`config.mk`:
```
export PLATFORM = sky130hd
export DESIGN_NAME = transport_pseudo_header_checksum
export DESIGN_NICKNAME = d
export VERILOG_FILES = /design/src/rtl/tpc_pkg.sv /design/src/rtl/tpc_front.sv /design/src/rtl/tpc_fifo.sv /design/src/rtl/tpc_back.sv /design/src/rtl/transport_pseudo_header_checksum.sv
export SDC_FILE = /design/constraint.sdc
export NUM_CORES = 1
export LEC_CHECK = 0
export BUFFER_PORTS_ARGS = -buffer_cell sky130_fd_sc_hd__buf_2
export CAP_MARGIN = 40
export CELL_PAD_IN_SITES_DETAIL_PLACEMENT = 1
export CELL_PAD_IN_SITES_GLOBAL_PLACEMENT = 2
export CORE_AREA = 5 5 207 209
export DETAILED_ROUTE_END_ITERATION = 16
export DIE_AREA = 0 0 212 214
export PLACE_DENSITY_LB_ADDON = 0.1
export SETUP_SLACK_MARGIN = 0.3
export SLEW_MARGIN = 10
export SYNTH_ARGS = -nofsm -noshare
export SYNTH_HDL_FRONTEND = slang
export SYNTH_SLANG_ARGS = --single-unit
```
`constraint.sdc`:
```
create_clock -name clk -period 20.4 [get_ports clk]
set_input_delay 1.02 -clock clk [delete_from_list [all_inputs] [get_ports clk]]
set_output_delay 1.02 -clock clk [all_outputs]
set_load 0.005 [all_outputs]
```
`src/rtl/tpc_pkg.sv`:
```
package tpc_pkg;

  localparam int unsigned QDEPTH = 4;

  localparam logic [1:0] FAM_IPV4 = 2'd0;
  localparam logic [1:0] FAM_IPV6 = 2'd1;

  localparam logic [1:0] BV_NONE = 2'd0;
  localparam logic [1:0] BV_ONE  = 2'd1;

  localparam logic [31:0] IPV4_HDR_BYTES = 32'd20;
  localparam logic [31:0] IPV6_HDR_BYTES = 32'd40;
  localparam logic [31:0] IPV4_ADDR_LO   = 32'd12;
  localparam logic [31:0] IPV6_ADDR_LO   = 32'd8;

  localparam logic [15:0] FAIL_CSUM = 16'd1;

  typedef struct packed {
    logic        first;
    logic        last;
    logic        fail;
    logic [15:0] word;
    logic [15:0] len_hi;
    logic [15:0] len_lo;
    logic [7:0]  proto;
  } tpc_entry_t;

  // ones' complement add with end-around carry
  function automatic logic [15:0] oc_add(input logic [15:0] a, input logic [15:0] b);
    logic [16:0] t;
    t = {1'b0, a} + {1'b0, b};
    return t[15:0] + {15'd0, t[16]};
  endfunction

  // four-term ones' complement sum, folded twice
  function automatic logic [15:0] oc_sum4(input logic [15:0] a, input logic [15:0] b,
                                          input logic [15:0] c, input logic [15:0] d);
    logic [17:0] t;
    logic [16:0] u;
    t = {2'd0, a} + {2'd0, b} + {2'd0, c} + {2'd0, d};
    u = {1'b0, t[15:0]} + {15'd0, t[17:16]};
    return u[15:0] + {15'd0, u[16]};
  endfunction

endpackage

```
`src/rtl/tpc_front.sv`:
```
module tpc_front #(
  parameter int unsigned POSITION_WIDTH = 17
) (
  input  logic                    clk,
  input  logic                    rst_n,
  input  logic                    in_valid,
  input  logic [15:0]             in_data_word,
  input  logic [1:0]              in_bytes_valid,
  input  logic                    in_first_word,
  input  logic                    in_last_word,
  input  logic [1:0]              in_net_family,
  input  logic [7:0]              in_transport_protocol,
  input  logic                    q_full,
  output logic                    push,
  output tpc_pkg::tpc_entry_t     push_entry
);

  logic [POSITION_WIDTH-1:0] pos_r, pos_nxt, pos_cur;
  logic [1:0]                fam_r, fam_cur;
  logic [7:0]                proto_r, proto_cur;
  logic [1:0]                nb;
  logic [15:0]               word_m;
  logic [POSITION_WIDTH:0]   pos_sum;
  logic [31:0]               pos32_cur, pos32_nxt, v4_len, v6_len;
  logic                      known, in_addr;

  assign push = in_valid && !q_full;

  always_comb begin
    pos_cur   = in_first_word ? '0 : pos_r;
    fam_cur   = in_first_word ? in_net_family : fam_r;
    proto_cur = in_first_word ? in_transport_protocol : proto_r;

    case (in_bytes_valid)
      tpc_pkg::BV_NONE: nb = 2'd0;
      tpc_pkg::BV_ONE:  nb = 2'd1;
      default:          nb = 2'd2;
    endcase
    word_m = (nb == 2'd1) ? {in_data_word[15:8], 8'h00} : in_data_word;

    pos32_cur = 32'(pos_cur);
    known     = (fam_cur == tpc_pkg::FAM_IPV4) || (fam_cur == tpc_pkg::FAM_IPV6);
    in_addr   = (fam_cur == tpc_pkg::FAM_IPV4) ? (pos32_cur >= tpc_pkg::IPV4_ADDR_LO)
                                               : (pos32_cur >= tpc_pkg::IPV6_ADDR_LO);

    pos_sum = {1'b0, pos_cur} + (POSITION_WIDTH+1)'(nb);
    pos_nxt = pos_sum[POSITION_WIDTH] ? '1 : pos_sum[POSITION_WIDTH-1:0];

    pos32_nxt = 32'(pos_nxt);
    v4_len    = pos32_nxt - tpc_pkg::IPV4_HDR_BYTES;
    v6_len    = (pos32_nxt >= tpc_pkg::IPV6_HDR_BYTES) ?
                (pos32_nxt - tpc_pkg::IPV6_HDR_BYTES) : 32'd0;

    push_entry.first = in_first_word;
    push_entry.last  = in_last_word;
    push_entry.word  = (known && nb != 2'd0 && in_addr) ? word_m : 16'd0;
    push_entry.proto = proto_cur;
    case (fam_cur)
      tpc_pkg::FAM_IPV4: begin
        push_entry.fail   = (pos32_nxt < tpc_pkg::IPV4_HDR_BYTES);
        push_entry.len_hi = 16'd0;
        push_entry.len_lo = v4_len[15:0];
      end
      tpc_pkg::FAM_IPV6: begin
        push_entry.fail   = 1'b0;
        push_entry.len_hi = v6_len[31:16];
        push_entry.len_lo = v6_len[15:0];
      end
      default: begin
        push_entry.fail   = 1'b1;
        push_entry.len_hi = 16'd0;
        push_entry.len_lo = 16'd0;
      end
    endcase
  end

  always_ff @(posedge clk) begin
    if (!rst_n) begin
      pos_r   <= '0;
      fam_r   <= tpc_pkg::FAM_IPV4;
      proto_r <= 8'd0;
    end else if (push) begin
      fam_r   <= fam_cur;
      proto_r <= proto_cur;
      pos_r   <= in_last_word ? '0 : pos_nxt;
    end
  end

endmodule

```
`src/rtl/tpc_fifo.sv`:
```
module tpc_fifo (
  input  logic                clk,
  input  logic                rst_n,
  input  logic                push,
  input  tpc_pkg::tpc_entry_t push_entry,
  input  logic                pop,
  output logic                full,
  output logic                empty,
  output tpc_pkg::tpc_entry_t head
);

  localparam int unsigned AW = $clog2(tpc_pkg::QDEPTH);
  localparam int unsigned CW = $clog2(tpc_pkg::QDEPTH + 1);

  tpc_pkg::tpc_entry_t mem_r [tpc_pkg::QDEPTH];
  logic [AW-1:0] wr_ptr_r, rd_ptr_r;
  logic [CW-1:0] count_r;

  assign full  = (count_r == CW'(tpc_pkg::QDEPTH));
  assign empty = (count_r == '0);
  assign head  = mem_r[rd_ptr_r];

  always_ff @(posedge clk) begin
    if (push) begin
      mem_r[wr_ptr_r] <= push_entry;
    end
  end

  always_ff @(posedge clk) begin
    if (!rst_n) begin
      wr_ptr_r <= '0;
      rd_ptr_r <= '0;
      count_r  <= '0;
    end else begin
      if (push) begin
        wr_ptr_r <= (wr_ptr_r == AW'(tpc_pkg::QDEPTH - 1)) ? '0 : wr_ptr_r + 1'b1;
      end
      if (pop) begin
        rd_ptr_r <= (rd_ptr_r == AW'(tpc_pkg::QDEPTH - 1)) ? '0 : rd_ptr_r + 1'b1;
      end
      if (push && !pop) begin
        count_r <= count_r + 1'b1;
      end else if (pop && !push) begin
        count_r <= count_r - 1'b1;
      end
    end
  end

  a_count_bound: assert property (@(posedge clk) disable iff (!rst_n)
    count_r <= CW'(tpc_pkg::QDEPTH))
    else $error("queue count past depth");

  a_count_grow: assert property (@(posedge clk) disable iff (!rst_n)
    push && !pop |=> count_r == $past(count_r) + 1'b1)
    else $error("queue count missed a push");

endmodule

```
`src/rtl/tpc_back.sv`:
```
module tpc_back (
  input  logic                clk,
  input  logic                rst_n,
  input  logic                empty,
  input  tpc_pkg::tpc_entry_t head,
  output logic                pop,
  output logic                out_valid,
  input  logic                out_stall,
  output logic [15:0]         out_checksum,
  output logic                out_failed
);

  logic [15:0] sum_r, sum_nxt;
  logic        fin_valid_r;
  logic [15:0] fin_sum_r, fin_len_hi_r, fin_len_lo_r;
  logic [7:0]  fin_proto_r;
  logic        fin_fail_r;
  logic        out_valid_r;
  logic [15:0] out_checksum_r;
  logic        out_failed_r;
  logic        out_free, fin_free, fin_move;
  logic [15:0] fin_total;

  assign out_free = !out_valid_r || !out_stall;
  assign fin_move = fin_valid_r && out_free;
  assign fin_free = !fin_valid_r || out_free;
  assign pop      = !empty && (!head.last || fin_free);
  assign sum_nxt  = tpc_pkg::oc_add(head.first ? 16'd0 : sum_r, head.word);
  assign fin_total = tpc_pkg::oc_sum4(fin_sum_r, fin_len_hi_r, fin_len_lo_r,
                                      {8'd0, fin_proto_r});

  assign out_valid    = out_valid_r;
  assign out_checksum = out_checksum_r;
  assign out_failed   = out_failed_r;

  always_ff @(posedge clk) begin
    if (!rst_n) begin
      sum_r       <= 16'd0;
      fin_valid_r <= 1'b0;
      out_valid_r <= 1'b0;
    end else begin
      if (pop) begin
        sum_r <= head.last ? 16'd0 : sum_nxt;
      end
      if (pop && head.last) begin
        fin_valid_r <= 1'b1;
      end else if (fin_move) begin
        fin_valid_r <= 1'b0;
      end
      if (fin_move) begin
        out_valid_r <= 1'b1;
      end else if (!out_stall) begin
        out_valid_r <= 1'b0;
      end
    end
  end

  always_ff @(posedge clk) begin
    if (pop && head.last) begin
      fin_sum_r    <= sum_nxt;
      fin_len_hi_r <= head.len_hi;
      fin_len_lo_r <= head.len_lo;
      fin_proto_r  <= head.proto;
      fin_fail_r   <= head.fail;
    end
    if (fin_move) begin
      out_checksum_r <= fin_fail_r ? tpc_pkg::FAIL_CSUM : ~fin_total;
      out_failed_r   <= fin_fail_r;
    end
  end

  a_last_reaches_fin: assert property (@(posedge clk) disable iff (!rst_n)
    pop && head.last |=> fin_valid_r)
    else $error("last request dropped before final stage");

  a_fin_holds: assert property (@(posedge clk) disable iff (!rst_n)
    fin_valid_r && !out_free |=> fin_valid_r && $stable(fin_sum_r))
    else $error("final stage lost its sum while output busy");

endmodule

```
`src/rtl/transport_pseudo_header_checksum.sv`:
```
// Transport pseudo-header checksum for TCP/UDP over IPv4 or IPv6. Packet words
// (big-endian 16-bit) are taken one per clock while in_stall is low; a result
// is given once per packet for the word flagged last. The front end tracks the
// byte position and family, marks address and payload words and works out the
// payload length; a four-entry queue then feeds the back end, whose 16-bit
// end-around adder sets the sustained rate by folding one word per cycle
// unless a last word waits for a busy final stage. A result passes from the
// queue through the final stage register to the output register, where
// out_stall holds it while the block keeps taking words until the queue fills.
module transport_pseudo_header_checksum #(
  parameter int unsigned POSITION_WIDTH = 17
) (
  input  logic        clk,
  input  logic        rst_n,
  input  logic        in_valid,
  output logic        in_stall,
  input  logic [15:0] in_data_word,
  input  logic [1:0]  in_bytes_valid,
  input  logic        in_first_word,
  input  logic        in_last_word,
  input  logic [1:0]  in_net_family,
  input  logic [7:0]  in_transport_protocol,
  output logic        out_valid,
  input  logic        out_stall,
  output logic [15:0] out_checksum,
  output logic        out_failed
);

  tpc_pkg::tpc_entry_t push_entry, head;
  logic push, pop, full, empty;

  assign in_stall = full;

  tpc_front #(
    .POSITION_WIDTH(POSITION_WIDTH)
  ) u_front (
    .clk                   (clk),
    .rst_n                 (rst_n),
    .in_valid              (in_valid),
    .in_data_word          (in_data_word),
    .in_bytes_valid        (in_bytes_valid),
    .in_first_word         (in_first_word),
    .in_last_word          (in_last_word),
    .in_net_family         (in_net_family),
    .in_transport_protocol (in_transport_protocol),
    .q_full                (full),
    .push                  (push),
    .push_entry            (push_entry)
  );

  tpc_fifo u_fifo (
    .clk        (clk),
    .rst_n      (rst_n),
    .push       (push),
    .push_entry (push_entry),
    .pop        (pop),
    .full       (full),
    .empty      (empty),
    .head       (head)
  );

  tpc_back u_back (
    .clk          (clk),
    .rst_n        (rst_n),
    .empty        (empty),
    .head         (head),
    .pop          (pop),
    .out_valid    (out_valid),
    .out_stall    (out_stall),
    .out_checksum (out_checksum),
    .out_failed   (out_failed)
  );

endmodule
```
After elaboration in Yosys (flattened, before gate mapping)

Memory sizes are Yosys's and may differ from the RTL's. A register that Yosys moved wholly into a read port is not among the register bits.
Index checks and enable logic that the tools add are counted.

Register bits: 126
Bits in latches: 0
Bits in writable memories: 236
ROM bits: 0
Bits of input ports: 34
Output and inout bits: 19
Logic and storage cells: 95
Memories: 1

Memory list:

| name         | depth | bits a word | read ports | clocked after memory_dff | wr ports | RTL line       | text |
|---|---|---|---|---|---|---|---|
| u_fifo.mem_r | 4     | 59          | 1          | 1                        | 1        | tpc_fifo.sv:15 | `tpc_pkg::tpc_entry_t mem_r [tpc_pkg::QDEPTH];` |

Add/subtract/negate cells: 14
Multipliers: 0
Divide/modulo/power cells: 0
$lt $le $gt $ge: 4
Equal/unequal tests: 7
Shifts and indexed selects: 0
Mux-type cells: 26
Bitwise gates (word level): 1
Reduce and logical (&&, ||, !) cells: 26

Operators with widths:

| operator                                                     | number |
|---|---|
| case mux 32 bit (2 select lines)                             | 1 |
| two-way mux 17 bit                                           | 3 |
| two-way mux 16 bit                                           | 3 |
| adder 16 x 16 -> 17 bit                                      | 2 |
| >= comparator 17 x 4 -> 1 bit (second input constant)        | 2 |
| adder 16 x 1 -> 16 bit                                       | 2 |
| two-way mux 32 bit                                           | 1 |
| adder 17 x 2 -> 18 bit                                       | 1 |
| adder 18 x 16 -> 18 bit                                      | 1 |
| adder 18 x 8 -> 18 bit                                       | 1 |
| subtractor 17 x 6 -> 18 bit (second input constant)          | 1 |
| adder 16 x 2 -> 17 bit                                       | 1 |
| >= comparator 17 x 6 -> 1 bit (second input constant)        | 1 |
| less-than comparator 17 x 5 -> 1 bit (second input constant) | 1 |
| two-way mux 8 bit                                            | 2 |
| inverter 16 bit                                              | 1 |
| subtractor 16 x 5 -> 16 bit (second input constant)          | 1 |
| two-way mux 2 bit                                            | 5 |
| logical AND 1 bit                                            | 8 |
| logical NOT 1 bit                                            | 8 |
| two-way mux 1 bit                                            | 7 |
| == test 2 x 1 -> 1 bit (second input constant)               | 3 |
| two-way mux 3 bit                                            | 2 |
| nonzero test 2 bit                                           | 3 |
| 11 further kinds                                             | 17 |

Longest topological paths before layout

Gate-level depths: netlist of run 1.

Word-level depth: 8
Gate-level depth with buffers: 38
Depth with buffers taken out: 35

Modules after synthesis

Synthesis of run 1 repeated with hierarchy kept, for this count alone.

Cell total of the unflattened synthesis: 1,401
Area, all modules: 18,572.8 µm²

By module, submodules not included:

| module    | instances | cells an instance | area each (µm²) | seq. area each (µm²) |
|---|---|---|---|---|
| tpc_fifo  | 1         | 353               | 8,984.9         | 7,267.0 |
| tpc_back  | 1         | 634               | 6,475.0         | 2,582.5 |
| tpc_front | 1         | 414               | 3,113.0         | 540.5 |

Worst setup path after synthesis of run 1

No wires, ideal clock.

Path type: register -> register
Start: register u_back.fin_len_hi_r[14]
End: register u_back.out_checksum_r[15] (netlist: u_back.out_checksum[15]), data pin
Library setup time: 180 ps
Data arrival time: 6,888 ps
Data required time: 20,220 ps
Setup slack: 13,332 ps
Stages on the path, launching flop included: 34
Path buffers: 3
Clock period less this slack: 7,068 ps
Cells stage by stage: edfxtp_1 ha_1 a21o_1 a21oi_1 o21a_1 o21ai_0 a2111oi_0 xnor2_1 ha_1 ha_1 clkbuf_1 a21o_1 a21oi_1 o21ai_0 o31ai_1 a21boi_0 o21a_1 nor2_1 xnor2_1 ha_1 fa_1 and3_1 clkbuf_1 and4_1 buf_6 nand2_1 nor3_1 ha_1 nand3_1 nor2_1 o2111a_1 nand3_1 or4b_1 o311ai_1

Word-level cells in the longest chain between the ends: 6

Ends and longest elaborated chain:

| what                    | RTL line       | text |
|---|---|---|
| from (decl)             | tpc_back.sv:15 | `logic [15:0] fin_sum_r, fin_len_hi_r, fin_len_lo_r;` |
| from (signal assigned)  | tpc_back.sv:61 | `fin_len_hi_r <= head.len_hi;` |
| adder 16 x 16 -> 17 bit | tpc_pkg.sv:40  | `t = {2'd0, a} + {2'd0, b} + {2'd0, c} + {2'd0, d};` |
| adder 18 x 16 -> 18 bit | tpc_pkg.sv:40  |  |
| adder 18 x 8 -> 18 bit  | tpc_pkg.sv:40  |  |
| adder 16 x 2 -> 17 bit  | tpc_pkg.sv:41  | `u = {1'b0, t[15:0]} + {15'd0, t[17:16]};` |
| adder 16 x 1 -> 16 bit  | tpc_pkg.sv:42  | `return u[15:0] + {15'd0, u[16]};` |
| inverter 16 bit         | tpc_back.sv:67 | `out_checksum_r <= fin_fail_r ? tpc_pkg::FAIL_CSUM : ~fin_total;` |
| to (signal assigned)    | tpc_back.sv:67 |  |
| to (decl)               | tpc_back.sv:19 | `logic [15:0] out_checksum_r;` |

Every way passes these cells.
A chain may end at the register's enable or synchronous reset.

Final worst setup path of run 1

Same ends and word-level chain as after synthesis.

==> results.md, run 1 <==
- The flow ran to the end, and the final reports show no timing, DRC or antenna violations.
- Counting instances, the worst hold path has a depth of 2.
- The cell count after synthesis came out at 1308.
- Entering global routing, the biggest net connects 46 pins.
- The sum of routed wire segments on met1 is 18400 um.
- The cell count after placement is 1858.
- The floorplan row count is 74.
- The worst hold path terminates at u_front.pos_r[1].
- The number of buffers added for setup after CTS is 0.
- The clock reaches the later pin of the worst-skew pair after 550 ps.
- For this configuration, the core starts out at a cell density of 39.5%.
- Across the run, the number of max-cap violations was 0.
- Summing all non-filler instances in the final layout gives an area of 18000 um^2.
- Synthesis inferred 294 register bits.
- The startpoint type of the worst setup path is a flip-flop.
- Subtracting the final worst setup slack from the clock period gives 8030 ps.
- The cell area that synthesis handed to floorplanning was 16100 um^2.
- The worst hold path begins at u_front.pos_r[1].
- Of the available clock period, the critical path in the final layout requires 39.4%.
- The setup check on the worst reg-to-reg path leaves a slack of 12370 ps.
- The global-route wire length before repair is 63000 um.
- The met3 wire length is 1060 um.
- Global routing used 17.5% of the available tracks across all layers.
- Yosys mapped a number of flops with a built-in enable equal to 240.
- The wire length after detailed routing is 39300 um.
- In this run the critical register-to-register path is launched from u_back.fin_len_hi_r[14].
- The post-synth net total is 1431.
- The relative max-transition margin is 49.3%.
- The final setup TNS is 0 ps.
- In this run the tool buffered the top-level ports with 52 buffer cells.
- The number of cells on the worst reg-to-reg path is 30.
- The final net count is 1486.
- In this design, the critical path's most frequently occurring cell is ha_1.
- The routed design uses 19000 um of met2 wire.
- In this run the critical register-to-register path is captured at u_back.out_checksum[15].
- The CTS sink count is 294.
- The least setup slack across all paths after layout is 12370 ps.
- After global routing the overflow that remains totals 0.
- At the worst endpoint, the required time is 20660 ps.
- The most used flip-flop cell after synthesis is edfxtp_1.
- The transition time at the pin with the least slew margin is 751 ps.
- After clock tree synthesis, the flow added hold-fix buffers numbering 0.
- The number of I/O pins is 53.
- The sum of net half-perimeters after detailed placement is 28200 um.
- The number of buffers created by CTS is 34.
- For this run, the number of Yosys warnings is 0.
- Setup repair after global routing left no endpoint under its margin.
- In this run, the number of DRC markers left after iteration 0 of detailed routing was 460.
- Dividing the detail-routed wire length by the instance count gives 20.5 um.
- The setup-violating endpoint count in the final report is 0.
- The highest metal layer with signal wires is met4.
- The critical path's slowest cell is edfxtp_1.
- Of the cells placed in the final design, the portion with a size suffix greater than 1 is 16.0%.
- On the worst path, the slowest cell contributes a delay of 710 ps.
- The root buffer cell chosen for the clock tree is clkbuf_16.
- Post-CTS repair changed the size of 0 cells.
- After detailed placement, the total cell area comes to 16900 um^2.
- Of all nets on the critical path, the largest fanout is 16.
- The via count of the first global-routing pass is 11100.
- The pre-antenna-repair detailed-routing pass consisted of 5 iterations.
- Each instance of the synthesized netlist takes up on average 12.3 um^2.
- The detail route stage leaves a number of antenna-violating nets equal to 0.
- The final estimated routing congestion in global placement is 0.798.
- The count of placed standard cells in the final layout, fillers left out is 1917.
- The highest attainable clock frequency is 124 MHz.
- The core outline area is 40600 um^2.
- The share of synthesized flip-flops with an asynchronous set or reset is 0%.
- The final antenna diode count is 0.
- The min-delay analysis places its worst path in the category flip-flop to flip-flop.
- The post-synthesis to final-layout area growth is 12.3%.
- The final hold violation count is 0.
- The initial antenna violation count is 0.
- The die covers 45400 um^2.
- The final count of pins violating max slew is 0.
- The total number of vias is 10500.
- The pre-CTS setup slack is 12320 ps.
- The post-synthesis sequential area ratio is 51.6%.
- The width of the die is 212 um.
- Synthesis instantiated 97 different standard cells from the library.
- The clock passes through at most 3 buffers.
- The kind of capture point of the worst setup path is a flip-flop.
- TritonCTS built the clock tree.
- Data arrives at the worst endpoint at 8290 ps.
- The die is 214 um tall.
- The number of H-tree levels is 2.
- After clock tree synthesis, the clock-pin slew on the worst setup and hold paths is 60 ps.
- For this run, design rule violations remaining after detail routing come to 0.
- The average via count per standard cell is 5.45.
- The clock arrives with 24.0 ps of skew.
- The category of the most critical setup path is flip-flop to flip-flop.
per-stage QoR:
step | utilization, % | hold slack, ps
floorplan | - | 424
global placement | 41.5 | 452
detailed placement | 41.7 | 458
CTS | 44.3 | 466
global route | 44.4 | 493
finish | 44.4 | 459
layout make-up:
type | instances | area (um^2)
multi-input cells | 903 | 7340
well taps | 532 | 666
fillers | 4243 | 22600
inverters | 59 | 221
repair buffers | 71 | 440
flip-flops and latches | 294 | 8290
clock buffers | 42 | 901
clock inverters | 16 | 179
layout by cell type (no fill, tap or decap), drive strengths merged, types with 7 or more instances in the layout:
cell type	instances
o31ai	7
o211ai	7
and4	8
nor4	15
nor2b	58
clkbuf	42
xor2	29
a21oi	52
a2111oi	8
fa	14
a22oi	28
buf	71
nand3	34
xnor2	55
or3	12
and3	16
and2	32
mux4	45
clkinv	12
mux2	12
a21boi	17
mux2i	9
a21o	18
dfxtp	54
edfxtp	240
a31oi	9
ha	75
or2	8
a211oi	11
nor3	24
o21ai	45
nand2b	13
nor2	78
nand4	15
inv	60
nand2	74
sequential cells by signal, indices dropped and copies added, names as in the netlist, 8 cells and up, named ones only:
name / count
u_back.out_checksum: 16
u_back.fin_len_lo_r: 16
u_front.pos_r: 17
u_fifo.mem_r: 180
u_front.proto_r: 8
u_back.fin_proto_r: 8
u_back.fin_sum_r: 16
u_back.sum_r: 16
cells in the mapped netlist (8+ instances only):
cell type | count | area (um^2)
fa_1 | 14 | 280
nand3_1 | 33 | 165
nand2b_1 | 13 | 81.3
a21o_1 | 18 | 135
nor4_1 | 13 | 81.3
ha_1 | 75 | 938
a22oi_1 | 28 | 210
o21ai_0 | 40 | 200
nand2_1 | 72 | 270
a31oi_1 | 9 | 56.3
nor2_1 | 78 | 293
a21oi_1 | 52 | 260
nand4_1 | 13 | 81.3
a211oi_1 | 8 | 60.1
and3_1 | 14 | 87.6
nor3_1 | 22 | 110
or3_1 | 11 | 68.8
mux2_2 | 12 | 135
clkbuf_1 | 33 | 124
xnor2_1 | 53 | 464
xor2_1 | 28 | 245
nor2b_1 | 56 | 350
or2_2 | 8 | 50.1
dfxtp_1 | 54 | 1080
edfxtp_1 | 240 | 7210
mux2i_1 | 8 | 80.1
and2_1 | 32 | 200
mux4_2 | 45 | 1010
a21boi_0 | 17 | 128
inv_1 | 58 | 218
logic make-up (layout without fill, tap and decap cells):
family	after synthesis	count (layout)	synth area share [%]
xor gates and xnor gates	84	84	4.72
DFF	294	294	51.6
buffers and inverters	111	188	2.83
muxes	66	66	7.79
adders and majority gates	89	89	7.58
and+or+nand+nor	406	406	14.0
AOI/OAI and AO/OA	258	258	11.5
per-layer routing:
| metal | GRT usage, % | vias up |
|---|---|---|
| li1 | - | 5062 |
| met1 | 24.0 | 5246 |
| met2 | 29.2 | 101 |
| met3 | 2.84 | 47 |
| met4 | 3.97 | 0 |
| met5 | 0 | - |
how the worst max path moves through the flow:
| stage | start | endpoint | slack, ps | depth (start not counted) |
|---|---|---|---|---|
| 3_3_place_gp | u_back.fin_len_hi_r[14] | u_back.out_checksum[15] | 12510 | 30 |
| 2_1_floorplan | u_back.fin_len_hi_r[14] | u_back.out_checksum[15] | 13330 | 33 |
| 4_1_cts | u_back.fin_len_hi_r[14] | u_back.out_checksum[15] | 12280 | 30 |
| 3_5_place_dp | u_back.fin_len_hi_r[14] | u_back.out_checksum[15] | 12320 | 30 |
| 5_1_grt | u_back.fin_len_hi_r[14] | u_back.out_checksum[15] | 11560 | 32 |
| 6_report | u_back.fin_len_hi_r[14] | u_back.out_checksum[15] | 12370 | 30 |
critical path, delay by kind of cell (launching register included):
family	cells	cell delay, ps
XOR/XNOR	2	330
adder cells (fa/ha/maj)	6	1660
AND/OR/NAND/NOR	8	1790
flip-flops	1	710
AO/OA/AOI/OAI	14	3260
Power of run 1 is left out: the tool's default activity adds up to more than one toggle a clock period on the data nets, which glitch-free logic cannot reach.
==> run 2, diff against run 1 <==
Clock period 20.4 ns to 8.1 ns, I/O delays scaled along.
==> run 2 against run 1 <==
  * Non-clock buffer count rose by 1
  * Die area did not move
  * First-iteration DRC count rose by 6.5%
  * Global-route usage fell by 0.29 points
  * Fmax rose by 12%
  * Sequential share of layout area fell by 0.18 points
  * Design area rose by 0.40%
  * Via count rose by 0.49%
  * Clock skew fell by 8.1 ps
==> results.md, run 2 (synthesis gave the netlist of run 1 again) <==
- The flow ran to the end, and the final reports show no timing, DRC or antenna violations.
- The path class of the tightest hold or removal check is input pin to flip-flop.
- The post-synthesis to final-layout area growth is 12.7%.
- TritonCTS built the clock tree.
- The number of buffers created by CTS is 34.
- The transition time at the pin with the least slew margin is 882 ps.
- The final hold violation count came to 0.
- CTS saw 294 sinks.
- The origin of the worst setup path is u_back.fin_len_hi_r[14].
- At the worst endpoint, the required time is 8470 ps.
- The maximum fanout along the worst path is 14.
- The post-route DRC violation count is 0.
- The count of antenna-violating nets left after detailed routing is 0.
- The worst register-to-register path has a depth of 32.
- The floorplan row count is 74.
- The starting density of the core is 39.5%.
- The first-pass detailed-route iteration total is 5.
- The largest registers in the layout are u_fifo.mem_r: 180 flops, u_front.pos_r: 17 flops.
- The die covers 45400 um^2.
- The sum of net half-perimeters after detailed placement is 28200 um.
- The routed design has 38900 um of wire.
- The final net count is 1487.
- The first global-routing pass estimated 62400 um of wire.
- Global routing finished with a remaining overflow of 0.
- The initial antenna violation count is 0.
- The data arrival time of the critical path is 7570 ps.
- In the layout the commonest cells are edfxtp_1 (240), nor2_1 (77), ha_1 (73).
- In this run the count of I/O pins placed on the die edge is 53.
- The worst clock skew is 15.9 ps.
- The startpoint of the worst register-to-register path is u_back.fin_len_hi_r[14].
- The startpoint type of the worst setup path is a flip-flop.
- The register with the most flip-flops in the layout has 180 of them.
- The highest cell delay on the worst timing path is 540 ps.
- The largest net degree at the start of global routing is 46.
- At the end of routability-driven placement, the weighted congestion stood at 0.824.
- Global routing consumed, over all layers together, 17.2% of the routing resources.
- The cell count after placement is 1858.
- The most flop-heavy register is u_fifo.mem_r.
- Dividing the detail-routed wire length by the instance count gives 20.2 um.
- The final count of pins violating max slew came to 0.
- The most frequent standard cell in the layout excluding fill and tap cells is edfxtp_1.
- The worst register-to-register path ends at u_back.out_checksum[15].
- The core outline area is 40600 um^2.
- Counting the fill cells in the layout gives 4248.
- Counting I/O delays and the setup requirement, the final critical path takes 7200 ps.
- The source of the worst hold timing path is in_last_word.
- Detailed routing inserted a total of 10500 vias.
- The most numerous cell type found on the critical path is ha_1.
- Derived from the worst setup path, the maximum achievable clock frequency is 139 MHz.
- The worst setup path is captured at a flip-flop.
- The average via count per standard cell is 5.47.
- The worst reg-to-reg setup slack is 900 ps.
- The later pin in the worst-skew pair is clocked with a latency of 550 ps.
- The layout cell share with drive strength beyond 1 is 17.1%.
- The relative max-transition margin is 40.7%.
- The worst setup path is of the flip-flop to flip-flop kind.
- Along the worst hold path, the cell count comes to 1.
- The number of max-cap violations is 0.
- The width of the die is 212 um.
- The share of the clock period used by the worst path after layout is 88.9%.
- Setup repair after global routing left no endpoint under its margin.
- The clock root buffer master is clkbuf_16.
- The worst-case clock buffer depth is 3.
- The floorplan die height is 214 um.
- The via count of the first global-routing pass is 11000.
- Setup violations remaining at the end of the flow were counted as 0.
- The count of cells in the finished layout, fillers not included, comes to 1920.
- The number of H-tree levels is 2.
- After the first detailed-routing iteration, the DRC count stood at 490.
- The number of antenna diodes in the final layout is 0.
- The largest individual stage delay along the critical path comes from the cell or4b_1.
- After detailed placement, the total cell area comes to 16900 um^2.
- Summing all non-filler instances in the final layout gives an area of 18100 um^2.
- The worst hold path terminates at u_fifo.mem_r[1][57].
- The final setup TNS is 0 ps.
- Clock-pin slew was measured on the worst setup and hold paths at 60 ps.
- Input and output buffers added on the ports amount to 52.
run 2: timing repair:
action | 4_1_cts | 5_1_grt
endpoints found under the setup margin | 2 | 8
setup buffers | 0 | 2
hold buffers | 0 | 0
resized for setup | 2 | 21
pin swaps | 0 | 2
run 2: layer usage:
metal	part of all wire [%]	global-route usage, %	routed length [um]	vias up
met4	1.9	4.29	727	0
met3	2.4	2.12	933	41
li1	-	-	-	5068
met2	49	28.7	18900	107
met1	47	23.9	18300	5291
met5	0	0	0	-
run 2: final cells by class:
| class | count | area, um^2 | area share [%] |
|---|---|---|---|
| sequential | 294 | 8290 | 45.8 |
| inverter | 59 | 221 | 1.22 |
| tap | 532 | 666 | 3.68 |
| clock buffer | 43 | 895 | 4.94 |
| timing repair buffer | 72 | 430 | 2.38 |
| multi-input combinational | 903 | 7410 | 40.9 |
| clock inverter | 17 | 201 | 1.11 |
run 2: worst max-delay path by stage:
stage / endpoint / slack [ps] / depth (start not counted)
floorplan: u_back.out_checksum[15] / 1030 / 33
global placement: u_back.out_checksum[15] / 430 / 32
finish: u_back.out_checksum[15] / 900 / 32
global route: u_back.out_checksum[15] / 310 / 31
CTS: u_back.out_checksum[15] / 330 / 32
detailed placement: u_back.out_checksum[15] / 160 / 32
run 2: critical path, delay by kind of cell (launching register included):
| family | cells | cell delay (ps) |
|---|---|---|
| adders and majority gates | 6 | 1780 |
| buffers and inverters | 2 | 280 |
| DFF | 1 | 410 |
| xor gates and xnor gates | 2 | 340 |
| AOI/OAI and AO/OA | 9 | 1600 |
| and+or+nand+nor | 13 | 2610 |
run 2: stage by stage:
step	hold slack (ps)	utilization (%)	setup slack, ps
floorplan	424	-	1030
global placement	452	41.6	427
detailed placement	458	41.7	157
CTS	169	44.4	334
global route	192	44.6	314
finish	202	44.6	900
Power of run 2 is left out for the same reason.
